### src/rtl/gauge_stepper_microstep_driver_unit_defines.svh
// Assertion macros shared by the gauge stepper driver RTL.
// Expect signals named clk and rst_n in the scope of each use.
`ifndef GAUGE_STEPPER_MICROSTEP_DRIVER_UNIT_DEFINES_SVH
`define GAUGE_STEPPER_MICROSTEP_DRIVER_UNIT_DEFINES_SVH

// Condition holds at every clock edge out of reset.
`define GSMD_ASSERT_HOLDS(lbl, cond, msg) \
  lbl: assert property (@(posedge clk) disable iff (!rst_n) (cond)) else $error(msg);

// Consequent holds in the same cycle as the antecedent.
`define GSMD_ASSERT_IMPLIES(lbl, ante, cons, msg) \
  lbl: assert property (@(posedge clk) disable iff (!rst_n) (ante) |-> (cons)) \
    else $error(msg);

// Consequent holds in the cycle after the antecedent.
`define GSMD_ASSERT_NEXT(lbl, ante, cons, msg) \
  lbl: assert property (@(posedge clk) disable iff (!rst_n) (ante) |=> (cons)) \
    else $error(msg);

`endif

### src/rtl/gsmd_pkg.sv
// Package for the gauge stepper microstep driver: widths, codes, types
// and the microstep wave lookup. No dependencies.
`timescale 1ns / 1ps

package gsmd_pkg;

  localparam int POS_W       = 15;
  localparam int LEVEL_W     = 10;
  localparam int NUM_LEVELS  = 7;
  localparam int PERIOD_W    = 16;
  localparam int RELOAD_W    = 22;
  localparam int RELOAD_SH   = 6;
  localparam int PHASE_W     = 5;
  localparam int PHASES      = 24;
  localparam int COIL_OFFSET = 6;
  localparam int DIV_W       = 23;
  localparam int DIVISOR_W   = 15;
  localparam int DIV_CNT_W   = 5;
  localparam int CFG_IDX_W   = 3;
  localparam int IN_DATA_W   = 16;
  localparam int OUT_DATA_W  = 64;

  localparam int HISTORY_DEPTH_DEF = 8;

  localparam logic [DIV_W-1:0]    STEP_RATE_NUM = DIV_W'(500000);
  localparam logic [PERIOD_W-1:0] PERIOD_MAX    = 16'd65535;
  localparam logic [PERIOD_W-1:0] PERIOD_MIN    = 16'd250;
  localparam logic [PERIOD_W-1:0] PERIOD_REFILL = 16'hFFFF;

  localparam logic [LEVEL_W-1:0] LEVEL_RESET [NUM_LEVELS] = '{
    10'd0, 10'd265, 10'd512, 10'd724, 10'd886, 10'd988, 10'd1023
  };

  typedef enum logic [CFG_IDX_W-1:0] {
    REG_LEVEL0  = 3'd0,
    REG_LEVEL1  = 3'd1,
    REG_LEVEL2  = 3'd2,
    REG_LEVEL3  = 3'd3,
    REG_LEVEL4  = 3'd4,
    REG_LEVEL5  = 3'd5,
    REG_LEVEL6  = 3'd6,
    REG_REVERSE = 3'd7
  } reg_idx_t;

  typedef enum logic {
    OP_UPDATE = 1'b0,
    OP_TICK   = 1'b1
  } op_t;

  typedef enum logic [1:0] {
    DIR_NONE = 2'd0,
    DIR_FWD  = 2'd1,
    DIR_BACK = 2'd2
  } dir_t;

  // Commands from the controller to the datapath.
  typedef struct packed {
    logic latch_in;
    logic do_tick;
    logic coil_b;
    logic upd_check;
    logic div_start;
    logic div_avg;
    logic commit;
    logic load_out;
  } cmd_t;

  // Status from the datapath to the controller.
  typedef struct packed {
    logic upd_go;
    logic div_done;
  } sts_t;

  typedef struct packed {
    logic [2:0] sel;
    logic       neg;
  } wave_t;

  // Map a phase 0..23 to a level register and a coil sign.
  function automatic wave_t wave_lookup(logic [PHASE_W-1:0] ph);
    wave_t w;
    logic [PHASE_W-1:0] k;
    if (ph <= 5'd6) begin
      k = ph;
      w.neg = 1'b0;
    end else if (ph <= 5'd12) begin
      k = 5'd12 - ph;
      w.neg = 1'b0;
    end else if (ph <= 5'd18) begin
      k = ph - 5'd12;
      w.neg = 1'b1;
    end else begin
      k = 5'd24 - ph;
      w.neg = 1'b1;
    end
    w.sel = k[2:0];
    return w;
  endfunction

endpackage

### src/rtl/gsmd_divider.sv
// Restoring serial divider, one quotient bit per cycle.
// Depends on gsmd_pkg for widths.
`timescale 1ns / 1ps

module gsmd_divider
  import gsmd_pkg::*;
(
  input  logic                 clk,
  input  logic                 rst_n,
  input  logic                 start,
  input  logic [DIV_W-1:0]     dividend,
  input  logic [DIVISOR_W-1:0] divisor,
  output logic                 done,
  output logic [DIV_W-1:0]     quotient
);

  logic [DIV_W-1:0]     quo_r, quo_nxt;
  logic [DIVISOR_W-1:0] rem_r, rem_nxt;
  logic [DIVISOR_W-1:0] dvs_r;
  logic [DIV_CNT_W-1:0] cnt_r, cnt_nxt;
  logic                 busy_r, busy_nxt;
  logic                 done_r, done_nxt;
  logic [DIVISOR_W:0]   trial;

  assign trial = {rem_r, quo_r[DIV_W-1]};

  always_comb begin
    quo_nxt  = quo_r;
    rem_nxt  = rem_r;
    cnt_nxt  = cnt_r;
    busy_nxt = busy_r;
    done_nxt = 1'b0;
    if (start) begin
      quo_nxt  = dividend;
      rem_nxt  = '0;
      cnt_nxt  = DIV_CNT_W'(DIV_W);
      busy_nxt = 1'b1;
    end else if (busy_r) begin
      if (trial >= {1'b0, dvs_r}) begin
        rem_nxt = DIVISOR_W'(trial - {1'b0, dvs_r});
        quo_nxt = {quo_r[DIV_W-2:0], 1'b1};
      end else begin
        rem_nxt = trial[DIVISOR_W-1:0];
        quo_nxt = {quo_r[DIV_W-2:0], 1'b0};
      end
      cnt_nxt = cnt_r - 1'b1;
      if (cnt_r == DIV_CNT_W'(1)) begin
        busy_nxt = 1'b0;
        done_nxt = 1'b1;
      end
    end
  end

  always_ff @(posedge clk) begin
    quo_r <= quo_nxt;
    rem_r <= rem_nxt;
    if (start) begin
      dvs_r <= divisor;
    end
    if (!rst_n) begin
      cnt_r  <= '0;
      busy_r <= 1'b0;
      done_r <= 1'b0;
    end else begin
      cnt_r  <= cnt_nxt;
      busy_r <= busy_nxt;
      done_r <= done_nxt;
    end
  end

  assign done     = done_r;
  assign quotient = quo_r;

endmodule

### src/rtl/gsmd_datapath.sv
// Datapath: level registers, position and phase state, period history,
// serial divider and the result register. Depends on gsmd_pkg, gsmd_divider.
`timescale 1ns / 1ps

`include "gauge_stepper_microstep_driver_unit_defines.svh"

module gsmd_datapath
  import gsmd_pkg::*;
#(
  parameter int HISTORY_DEPTH = HISTORY_DEPTH_DEF
) (
  input  logic                  clk,
  input  logic                  rst_n,
  input  logic                  cfg_we,
  input  logic [CFG_IDX_W-1:0]  cfg_index,
  input  logic [LEVEL_W-1:0]    cfg_wdata,
  input  logic [IN_DATA_W-1:0]  in_tdata,
  input  cmd_t                  cmd,
  output sts_t                  sts,
  output logic [OUT_DATA_W-1:0] out_tdata
);

  localparam int SLOT_W = (HISTORY_DEPTH > 1) ? $clog2(HISTORY_DEPTH) : 1;
  localparam int SUM_W  = PERIOD_W + $clog2(HISTORY_DEPTH + 1);
  localparam logic [SUM_W-1:0]  REFILL_SUM = SUM_W'(HISTORY_DEPTH * 65535);
  localparam logic [SLOT_W-1:0] SLOT_LAST  = SLOT_W'(HISTORY_DEPTH - 1);
  // Average by reciprocal multiply, exact for every sum below 2**SUM_W.
  localparam int AVG_SH = SUM_W + $clog2(HISTORY_DEPTH);
  localparam int PROD_W = AVG_SH + PERIOD_W;
  localparam longint AVG_MUL_L =
    ((longint'(1) << AVG_SH) + HISTORY_DEPTH - 1) / HISTORY_DEPTH;
  localparam logic [SUM_W:0] AVG_MUL = (SUM_W + 1)'(AVG_MUL_L);

  logic [LEVEL_W-1:0]    level_r [NUM_LEVELS];
  logic                  reverse_r;
  logic [POS_W-1:0]      pos_r;
  logic [POS_W-1:0]      target_r;
  dir_t                  dir_r;
  logic [PHASE_W-1:0]    phase_r;
  logic [PHASE_W-1:0]    phase_b_r;
  logic                  timer_r;
  logic                  active_r;
  logic [PERIOD_W-1:0]   hist_r [HISTORY_DEPTH];
  logic [SLOT_W-1:0]     slot_r;
  logic [SUM_W-1:0]      sum_r;
  logic [PERIOD_W-1:0]   avg_r;
  logic                  reversed_r;
  logic [POS_W-1:0]      gap_r;
  logic [POS_W-1:0]      tgt_in_r;
  logic                  req_r;
  logic                  stepped_r;
  logic [LEVEL_W-1:0]    coil_a_mag_r, coil_b_mag_r;
  logic                  coil_a_neg_r, coil_b_neg_r;
  logic [OUT_DATA_W-1:0] out_data_r;

  logic                  act;
  logic                  fwd_target;
  logic                  step_fwd;
  logic                  phase_up;
  logic [PHASE_W-1:0]    phase_next;
  logic [PHASE_W:0]      phase_off;
  logic [PHASE_W-1:0]    phase_b_next;
  wave_t                 wv;
  logic [LEVEL_W-1:0]    level_rd;
  logic [DIV_W-1:0]      div_dividend;
  logic [DIVISOR_W-1:0]  div_divisor;
  logic [DIV_W-1:0]      quotient;
  logic                  div_done;
  logic [PERIOD_W-1:0]   raw_period;
  logic [PERIOD_W-1:0]   hist_old;
  logic [SUM_W-1:0]      total;
  logic [PROD_W-1:0]     avg_prod;
  logic [PERIOD_W-1:0]   avg_new;
  logic                  at_target;

  assign act        = active_r | req_r;
  assign fwd_target = tgt_in_r > pos_r;
  assign at_target  = pos_r == target_r;
  assign step_fwd   = dir_r == DIR_FWD;
  assign phase_up   = step_fwd ^ reverse_r;

  always_comb begin
    if (phase_up) begin
      phase_next = (phase_r >= PHASE_W'(PHASES - 1)) ? '0 : phase_r + 1'b1;
    end else begin
      phase_next = (phase_r == '0) ? PHASE_W'(PHASES - 1) : phase_r - 1'b1;
    end
  end

  // Second coil runs a quarter wave ahead.
  assign phase_off    = {1'b0, phase_r} + (PHASE_W + 1)'(COIL_OFFSET);
  assign phase_b_next = (phase_off >= (PHASE_W + 1)'(PHASES)) ?
                        PHASE_W'(phase_off - (PHASE_W + 1)'(PHASES)) :
                        phase_off[PHASE_W-1:0];

  // One level read per cycle: coil A on the tick, coil B the cycle after.
  assign wv       = wave_lookup(cmd.do_tick ? phase_r : phase_b_r);
  assign level_rd = (wv.sel == 3'd7) ? '0 : level_r[wv.sel];

  always_comb begin
    if (quotient > DIV_W'(PERIOD_MAX)) begin
      raw_period = PERIOD_MAX;
    end else if (quotient < DIV_W'(PERIOD_MIN)) begin
      raw_period = PERIOD_MIN;
    end else begin
      raw_period = quotient[PERIOD_W-1:0];
    end
  end

  assign hist_old     = hist_r[slot_r];
  assign total        = sum_r - SUM_W'(hist_old) + SUM_W'(raw_period);
  assign avg_prod     = PROD_W'(PROD_W'(total) * PROD_W'(AVG_MUL));
  assign avg_new      = avg_prod[AVG_SH +: PERIOD_W];
  assign div_dividend = STEP_RATE_NUM;
  assign div_divisor  = gap_r;

  gsmd_divider u_div (
    .clk      (clk),
    .rst_n    (rst_n),
    .start    (cmd.div_start),
    .dividend (div_dividend),
    .divisor  (div_divisor),
    .done     (div_done),
    .quotient (quotient)
  );

  assign sts.upd_go   = act && (pos_r != tgt_in_r);
  assign sts.div_done = div_done;

  // Payload registers.
  always_ff @(posedge clk) begin
    if (cmd.latch_in) begin
      tgt_in_r <= in_tdata[POS_W-1:0];
      req_r    <= in_tdata[POS_W];
    end
    if (cmd.upd_check && sts.upd_go) begin
      gap_r <= fwd_target ? (tgt_in_r - pos_r) : (pos_r - tgt_in_r);
    end
    if (cmd.do_tick) begin
      phase_b_r <= phase_b_next;
    end
    if (cmd.load_out) begin
      out_data_r <= {2'b00, active_r, pos_r, timer_r,
                     {avg_r, RELOAD_SH'(0)}, stepped_r,
                     coil_b_neg_r, coil_b_mag_r, coil_a_neg_r, coil_a_mag_r};
    end
  end

  always_ff @(posedge clk) begin
    if (!rst_n) begin
      for (int i = 0; i < NUM_LEVELS; i++) begin
        level_r[i] <= LEVEL_RESET[i];
      end
      reverse_r    <= 1'b0;
      pos_r        <= '0;
      target_r     <= '0;
      dir_r        <= DIR_NONE;
      phase_r      <= '0;
      timer_r      <= 1'b0;
      active_r     <= 1'b0;
      for (int i = 0; i < HISTORY_DEPTH; i++) begin
        hist_r[i] <= '0;
      end
      slot_r       <= '0;
      sum_r        <= '0;
      avg_r        <= '0;
      reversed_r   <= 1'b0;
      stepped_r    <= 1'b0;
      coil_a_mag_r <= '0;
      coil_a_neg_r <= 1'b0;
      coil_b_mag_r <= '0;
      coil_b_neg_r <= 1'b0;
    end else begin
      if (cfg_we) begin
        unique case (reg_idx_t'(cfg_index))
          REG_LEVEL0, REG_LEVEL1, REG_LEVEL2, REG_LEVEL3,
          REG_LEVEL4, REG_LEVEL5, REG_LEVEL6: begin
            level_r[cfg_index] <= cfg_wdata;
          end
          REG_REVERSE: begin
            reverse_r <= cfg_wdata[0];
          end
        endcase
      end

      if (cmd.latch_in) begin
        stepped_r <= 1'b0;
      end

      if (cmd.do_tick && timer_r) begin
        if (at_target) begin
          timer_r <= 1'b0;
        end else begin
          stepped_r    <= 1'b1;
          coil_a_mag_r <= level_rd;
          coil_a_neg_r <= wv.neg;
          phase_r      <= phase_next;
          pos_r        <= step_fwd ? pos_r + 1'b1 : pos_r - 1'b1;
        end
      end

      if (cmd.coil_b && stepped_r) begin
        coil_b_mag_r <= level_rd;
        coil_b_neg_r <= wv.neg;
      end

      if (cmd.upd_check) begin
        target_r <= tgt_in_r;
        active_r <= sts.upd_go;
        if (sts.upd_go) begin
          reversed_r <= fwd_target ? (dir_r == DIR_BACK) : (dir_r == DIR_FWD);
          dir_r      <= fwd_target ? DIR_FWD : DIR_BACK;
        end
      end

      if (cmd.div_avg) begin
        avg_r <= avg_new;
      end

      if (cmd.commit) begin
        slot_r <= (slot_r == SLOT_LAST) ? '0 : slot_r + 1'b1;
        if (timer_r && reversed_r) begin
          // Reversal while running: stop and flush the history.
          timer_r <= 1'b0;
          for (int i = 0; i < HISTORY_DEPTH; i++) begin
            hist_r[i] <= PERIOD_REFILL;
          end
          sum_r <= REFILL_SUM;
        end else begin
          timer_r        <= 1'b1;
          hist_r[slot_r] <= avg_r;
          sum_r          <= sum_r - SUM_W'(hist_old) + SUM_W'(avg_r);
        end
      end
    end
  end

  assign out_tdata = out_data_r;

  `GSMD_ASSERT_HOLDS(a_phase_range, phase_r < PHASE_W'(PHASES), "wave phase out of range")
  `GSMD_ASSERT_NEXT(a_reverse_stops, cmd.commit && timer_r && reversed_r, !timer_r && sum_r == REFILL_SUM, "reversal did not stop timer")
  `GSMD_ASSERT_NEXT(a_tick_moves, cmd.do_tick && timer_r && !at_target, stepped_r && pos_r != $past(pos_r), "tick did not step")

endmodule

### src/rtl/gsmd_ctrl.sv
// Controller: sequences ticks and control updates, owns the input
// ready and the result valid. Depends on gsmd_pkg.
`timescale 1ns / 1ps

`include "gauge_stepper_microstep_driver_unit_defines.svh"

module gsmd_ctrl
  import gsmd_pkg::*;
(
  input  logic clk,
  input  logic rst_n,
  input  logic in_tvalid,
  output logic in_tready,
  input  logic in_op,
  output logic out_tvalid,
  input  logic out_tready,
  input  sts_t sts,
  output cmd_t cmd
);

  typedef enum logic [3:0] {
    S_IDLE,
    S_TICK,
    S_TICK_B,
    S_UPD,
    S_RAW_START,
    S_RAW_WAIT,
    S_AVG,
    S_COMMIT,
    S_OUT
  } state_t;

  state_t state_r, state_nxt;
  logic   out_valid_r, out_valid_nxt;
  logic   slot_free;

  assign in_tready = state_r == S_IDLE;
  assign slot_free = !out_valid_r || out_tready;

  always_comb begin
    cmd           = '0;
    state_nxt     = state_r;
    out_valid_nxt = out_valid_r && !out_tready;
    unique case (state_r)
      S_IDLE: begin
        if (in_tvalid) begin
          cmd.latch_in = 1'b1;
          state_nxt    = (op_t'(in_op) == OP_TICK) ? S_TICK : S_UPD;
        end
      end
      S_TICK: begin
        cmd.do_tick = 1'b1;
        state_nxt   = S_TICK_B;
      end
      S_TICK_B: begin
        cmd.coil_b = 1'b1;
        state_nxt  = S_OUT;
      end
      S_UPD: begin
        cmd.upd_check = 1'b1;
        state_nxt     = sts.upd_go ? S_RAW_START : S_OUT;
      end
      S_RAW_START: begin
        cmd.div_start = 1'b1;
        state_nxt     = S_RAW_WAIT;
      end
      S_RAW_WAIT: begin
        if (sts.div_done) begin
          state_nxt = S_AVG;
        end
      end
      S_AVG: begin
        // Capture the history average.
        cmd.div_avg = 1'b1;
        state_nxt   = S_COMMIT;
      end
      S_COMMIT: begin
        cmd.commit = 1'b1;
        state_nxt  = S_OUT;
      end
      S_OUT: begin
        // Hold until the result register is free.
        if (slot_free) begin
          cmd.load_out  = 1'b1;
          out_valid_nxt = 1'b1;
          state_nxt     = S_IDLE;
        end
      end
      default: begin
        state_nxt = S_IDLE;
      end
    endcase
  end

  always_ff @(posedge clk) begin
    if (!rst_n) begin
      state_r     <= S_IDLE;
      out_valid_r <= 1'b0;
    end else begin
      state_r     <= state_nxt;
      out_valid_r <= out_valid_nxt;
    end
  end

  assign out_tvalid = out_valid_r;

  `GSMD_ASSERT_IMPLIES(a_load_free, cmd.load_out, slot_free, "result overwritten before transfer")
  `GSMD_ASSERT_NEXT(a_accept_busy, in_tvalid && in_tready, !in_tready && !cmd.load_out, "accept did not start work")
  `GSMD_ASSERT_IMPLIES(a_div_done_wait, sts.div_done, state_r == S_RAW_WAIT, "divider done outside a wait state")

endmodule

### src/rtl/gauge_stepper_microstep_driver_unit.sv
// Top level of the gauge stepper microstep driver.
// Joins gsmd_ctrl and gsmd_datapath; depends on gsmd_pkg.
//
//   channel  direction  tdata / tuser
//   in_*     input      tdata: target_position, move_request; tuser: operation
//   out_*    output     tdata: coil fields, step period, timer, position, move
//   cfg_*    input      write enable, register index, write data
//
// A timer tick passes the tick, second-coil and output states; a control
// update with an active move runs one pass of the 23-step serial divider
// on the gap, and the history average is a reciprocal multiply.
// An update that leaves the move idle skips the divider.
// Reset is synchronous and restores the level registers to the sine wave.
// A stalled result holds in its register; the next input transfer is taken
// meanwhile and its result waits until the register frees.
`timescale 1ns / 1ps

module gauge_stepper_microstep_driver_unit
  import gsmd_pkg::*;
#(
  parameter int HISTORY_DEPTH = HISTORY_DEPTH_DEF
) (
  input  logic                  clk,
  input  logic                  rst_n,
  input  logic                  cfg_we,
  input  logic [CFG_IDX_W-1:0]  cfg_index,
  input  logic [LEVEL_W-1:0]    cfg_wdata,
  input  logic                  in_tvalid,
  output logic                  in_tready,
  // [14:0] target_position, [15] move_request
  input  logic [IN_DATA_W-1:0]  in_tdata,
  // [0] operation
  input  logic                  in_tuser,
  output logic                  out_tvalid,
  input  logic                  out_tready,
  // [9:0] coil_a_duty, [10] coil_a_reversed, [20:11] coil_b_duty,
  // [21] coil_b_reversed, [22] coil_update, [44:23] step_period,
  // [45] timer_running, [60:46] position, [61] move_active, [63:62] zero
  output logic [OUT_DATA_W-1:0] out_tdata
);

  cmd_t cmd;
  sts_t sts;

  gsmd_ctrl u_ctrl (
    .clk        (clk),
    .rst_n      (rst_n),
    .in_tvalid  (in_tvalid),
    .in_tready  (in_tready),
    .in_op      (in_tuser),
    .out_tvalid (out_tvalid),
    .out_tready (out_tready),
    .sts        (sts),
    .cmd        (cmd)
  );

  gsmd_datapath #(
    .HISTORY_DEPTH (HISTORY_DEPTH)
  ) u_dp (
    .clk       (clk),
    .rst_n     (rst_n),
    .cfg_we    (cfg_we),
    .cfg_index (cfg_index),
    .cfg_wdata (cfg_wdata),
    .in_tdata  (in_tdata),
    .cmd       (cmd),
    .sts       (sts),
    .out_tdata (out_tdata)
  );

endmodule

### config.mk
export PLATFORM = sky130hd
export DESIGN_NAME = gauge_stepper_microstep_driver_unit
export DESIGN_NICKNAME = d
export VERILOG_FILES = /design/src/rtl/gsmd_pkg.sv /design/src/rtl/gsmd_divider.sv /design/src/rtl/gsmd_datapath.sv /design/src/rtl/gsmd_ctrl.sv /design/src/rtl/gauge_stepper_microstep_driver_unit.sv
export VERILOG_INCLUDE_DIRS = /design/src /design/src/rtl
export SDC_FILE = /design/constraint.sdc
export NUM_CORES = 1
export LEC_CHECK = 0
export BUFFER_PORTS_ARGS = -buffer_cell sky130_fd_sc_hd__buf_2
export CORE_UTILIZATION = 62
export DETAILED_ROUTE_END_ITERATION = 10
export PLACE_DENSITY = 0.8
export SETUP_SLACK_MARGIN = 0.3
export SLEW_MARGIN = 20
export SYNTH_ARGS = -nofsm -noshare
export SYNTH_HDL_FRONTEND = slang
export SYNTH_HIERARCHICAL = 1
export SYNTH_SLANG_ARGS = --single-unit
export TNS_END_PERCENT = 20
### constraint.sdc
create_clock -name clk -period 5.97 [get_ports clk]
set_clock_uncertainty 0.2 [all_clocks]
set_input_delay 0.597 -clock clk [delete_from_list [all_inputs] [get_ports clk]]
set_output_delay 0.597 -clock clk [all_outputs]
set_load 0.05 [all_outputs]
==> impl_metrics.env <==
export IMPL_crit_fanout=17
export IMPL_die_height_um=198
export IMPL_clkLatencyLatePin_ns=0.58
export IMPL_ys_seq_elements=460
export IMPL_setup_total_negative_slack_ns=0
export IMPL_worstHoldPathCells=1
export IMPL_final_nets=2408
export IMPL_drt_vias_per_instance=6.13
export IMPL_grtUsageMet2=0.488
export IMPL_unrepaired_setup_endpoints_after_global_routing="false"
export IMPL_synth_top_cell_area_share=0.400
export IMPL_run_status="finished clean"
export IMPL_post_route_min_period_ns=5.21
export IMPL_synth_sequential_area_ratio=0.519
export IMPL_yosysMostFrequentCell="sky130_fd_sc_hd__edfxtp_1"
export IMPL_clkSlewWorstSetupHoldPaths_ns=0.06
export IMPL_number_of_distinct_standard_cells_referenced_by_the_synthesized_netlist=88
export IMPL_synthCells=2162
export IMPL_finalWorstSetupSlack_ns=0.761
export IMPL_timing_max_transition_violations_final=0
export IMPL_antenna_violating_nets_post_route=0
export IMPL_use_met3=0.0491
export IMPL_finalHoldViolCount=0
export IMPL_die_area_sq_um=39300
export IMPL_avgSynthCellArea_sq_um=11.1
export IMPL_drt_first_pass_iters=5
export IMPL_fmax_mhz=192
export IMPL_tritoncts_num_sinks=460
export IMPL_placement_rows=71
export IMPL_numPortBuffers=92
export IMPL_maxCapViolCount=0
export IMPL_drive_above_1_share=0.135
export IMPL_vdd_ir_drop_worst_mv=0.345
export IMPL_layer_carrying_the_most_global_route_usage="met2"
export IMPL_grt_overflow_total=0
export IMPL_tritoncts_num_buffers=46
export IMPL_power_static_leakage_uw=0.0110
export IMPL_synth_main_ff_cell="sky130_fd_sc_hd__edfxtp_1"
export IMPL_die_x_um=198
export IMPL_drcViolationCount=0
export IMPL_track_usage=0.296
export IMPL_synth_edf_count=318
export IMPL_netlist_area_sq_um=23900
export IMPL_core_area_sq_um=37800
export IMPL_timing_max_slew_rel_slack=0.199
export IMPL_grt_start_max_net_pins=97
export IMPL_dp_worst_setup_slack_ns=0.528
export IMPL_count_of_cells_along_the_worst_register_to_register_path=21
export IMPL_yosys_top_cells_area="sky130_fd_sc_hd__edfxtp_1, sky130_fd_sc_hd__dfxtp_1, sky130_fd_sc_hd__ha_1, sky130_fd_sc_hd__a21o_1, sky130_fd_sc_hd__mux4_2"
export IMPL_grt_util_met1=0.396
export IMPL_placed_area_sq_um=24900
export IMPL_setup_violations=0
export IMPL_tritoncts="done"
export IMPL_clock_tree_htree_level_count=2
export IMPL_power_per_cell_area_nw_per_um2=343
export IMPL_arrival_ns=5.50
export IMPL_area_overhead_vs_synth_pct=11.2
export IMPL_finalWirelength_mm=57.1
export IMPL_drt_wirelength_per_cell_um=20.4
export IMPL_synthArstFlopShare=0
export IMPL_filler_cell_count=2654
export IMPL_dr_first_iter_drc_count=1598
export IMPL_worst_hold_path_type="input port to flip-flop"
export IMPL_finalInstanceArea_sq_um=26600
export IMPL_holdCritStartpoint="in_tdata[2]"
export IMPL_setup_worst_path_start_class="flip-flop"
export IMPL_routabilityCongestion=0.923
export IMPL_synth_warn=6
export IMPL_min_period_over_period=0.873
export IMPL_setup_worst_path_end_class="flip-flop"
export IMPL_antenna_cells_inserted=0
export IMPL_post_dp_hpwl_mm=38.6
export IMPL_worst_endpoint_required_ns=6.27
export IMPL_synth_top_area_cell="sky130_fd_sc_hd__edfxtp_1"
export IMPL_critical_path_class="flip-flop to flip-flop"
export IMPL_first_global_vias=16662
export IMPL_via_count=17130
export IMPL_top_level_ports=101
export IMPL_antenna_found_initial=0
export IMPL_netlist_top_cells_count="sky130_fd_sc_hd__edfxtp_1, sky130_fd_sc_hd__nor2_1, sky130_fd_sc_hd__dfxtp_1, sky130_fd_sc_hd__a21o_1, sky130_fd_sc_hd__a21oi_1"
export IMPL_timing_worst_slew_pin_value_ns=1.20
export IMPL_grt_pass1_wl_mm=89.9
export IMPL_root_buffer="sky130_fd_sc_hd__clkbuf_16"
export IMPL_deepest_clock_path_buffer_count=3
export IMPL_start_util=0.633
==> critical path: stages (launching register included) <==
cell and delay, ns:
sky130_fd_sc_hd__dfxtp_4 0.55, sky130_fd_sc_hd__mux4_2 0.56, sky130_fd_sc_hd__mux2i_1 0.31, sky130_fd_sc_hd__ha_1 0.31, sky130_fd_sc_hd__nand2b_1 0.10, sky130_fd_sc_hd__a21oi_1 0.11
sky130_fd_sc_hd__o41ai_2 0.32, sky130_fd_sc_hd__a21oi_1 0.22, sky130_fd_sc_hd__o211ai_1 0.34, sky130_fd_sc_hd__nand2_1 0.10, sky130_fd_sc_hd__a211oi_1 0.24, sky130_fd_sc_hd__nor2_1 0.10
sky130_fd_sc_hd__ha_1 0.33, sky130_fd_sc_hd__inv_1 0.09, sky130_fd_sc_hd__nor2_1 0.05, sky130_fd_sc_hd__nand2_1 0.06, sky130_fd_sc_hd__o21ai_0 0.08, sky130_fd_sc_hd__a41o_1 0.25
sky130_fd_sc_hd__o41a_1 0.35, sky130_fd_sc_hd__nand3_1 0.15, sky130_fd_sc_hd__nor3_1 0.06, sky130_fd_sc_hd__o31ai_1 0.24
==> layer usage <==
metal  up-vias  routed length, um
met4         0               1530
li1       8039                  -
met1      8340              24200
met2       654              27400
met3        97               4050
met5         -                  0
==> sequential cells by signal, indices dropped and copies added (netlist names), 2 cells and up, named ones only <==
name and cells:
u_dp/out_tdata 56, u_dp/level_r 70, u_dp/u_div/dvs_r 15, u_dp/target_r 15, u_dp/hist_r 128, u_dp/slot_r 3, u_dp/tgt_in_r 15, u_dp/coil_b_mag_r 10
u_dp/phase_b_r 5, u_dp/avg_r 16, u_ctrl/state_r 4, u_dp/u_div/rem_r 15, u_dp/u_div/cnt_r 5, u_dp/pos_r 15, u_dp/sum_r 19, u_dp/phase_r 5
u_dp/u_div/quotient 23, u_dp/dir_r 2, u_dp/div_divisor 15, u_dp/coil_a_mag_r 10
==> worst paths after layout <==
| path | end | slack (ns) |
|---|---|---|
| setup / recovery | u_dp/avg_r[15]$_SDFFE_PN0P_ | 0.76 |
| hold / removal | u_dp/tgt_in_r[2]$_DFFE_PP_ | 0.03 |
| setup reg to reg | u_dp/avg_r[15]$_SDFFE_PN0P_ | 0.76 |
| hold reg to reg | u_dp/u_div/dvs_r[9]$_DFFE_PP_ | 0.21 |
==> area by class of cell <==
cell class / count / area [sq um] / share of cell area
flip-flops and latches: 460 / 12400 / 0.466
multi-input cells: 1495 / 10800 / 0.405
clock buffers: 63 / 1290 / 0.0484
repair buffers: 132 / 793 / 0.0298
well taps: 511 / 639 / 0.0241
inverters: 114 / 428 / 0.0161
clock inverters: 21 / 283 / 0.0106
==> power breakdown <==
group          switching (uW)  internal [uW]
combinational            1520            769
sequential                155           3680
clock                    1230           1780
==> cell families after synthesis <==
group	share of synthesized area
and+or+nand+nor	0.110
xor gates and xnor gates	0.0359
AOI/OAI and AO/OA	0.155
DFF	0.519
other	0.000314
buffers and inverters	0.0402
adders and majority gates	0.0668
muxes	0.0736
==> per-stage QoR <==
step           instances  total power (uW)   util  hold slack (ns)
6_report            2796              9120  0.704           0.0295
3_3_place_gp        2699              6070  0.658            0.201
5_1_grt             2796              9470  0.704           0.0104
3_5_place_dp        2699              6130  0.658            0.205
2_1_floorplan       2191              5520      -            0.200
4_1_cts             2796              9140  0.703          0.00327
==> cells in the final DEF (no fill, tap or decap), drive strengths merged, types with 11 or more instances in the layout <==
cell type,netlist,final
o21ai,123,123
nor2b,19,19
nand3,41,41
edfxtp,318,318
conb,2,31
ha,118,118
inv,113,116
a211oi,21,21
mux4,32,32
o22ai,31,31
and2,13,13
nand4,16,16
mux2,30,30
dfxtp,142,142
o21bai,25,25
xnor2,55,55
a31oi,12,12
a21o,127,127
or2,20,20
dlygate4sd3,0,13
nand2,118,118
clkbuf,74,63
mux2i,70,70
a21oi,126,126
nor2,193,193
xor2,43,43
nand2b,34,34
o21a,22,22
nor4,11,11
nor3,42,42
o31ai,12,12
buf,48,119
==> what timing repair did <==
item	4_1_cts	5_1_grt
hold buffers	13	0
hold endpoints to repair	13	0
buffers inserted	0	0
gates resized for setup	0	3
setup endpoints to repair	0	4
Note: power is estimated with default switching activity, not from simulation.
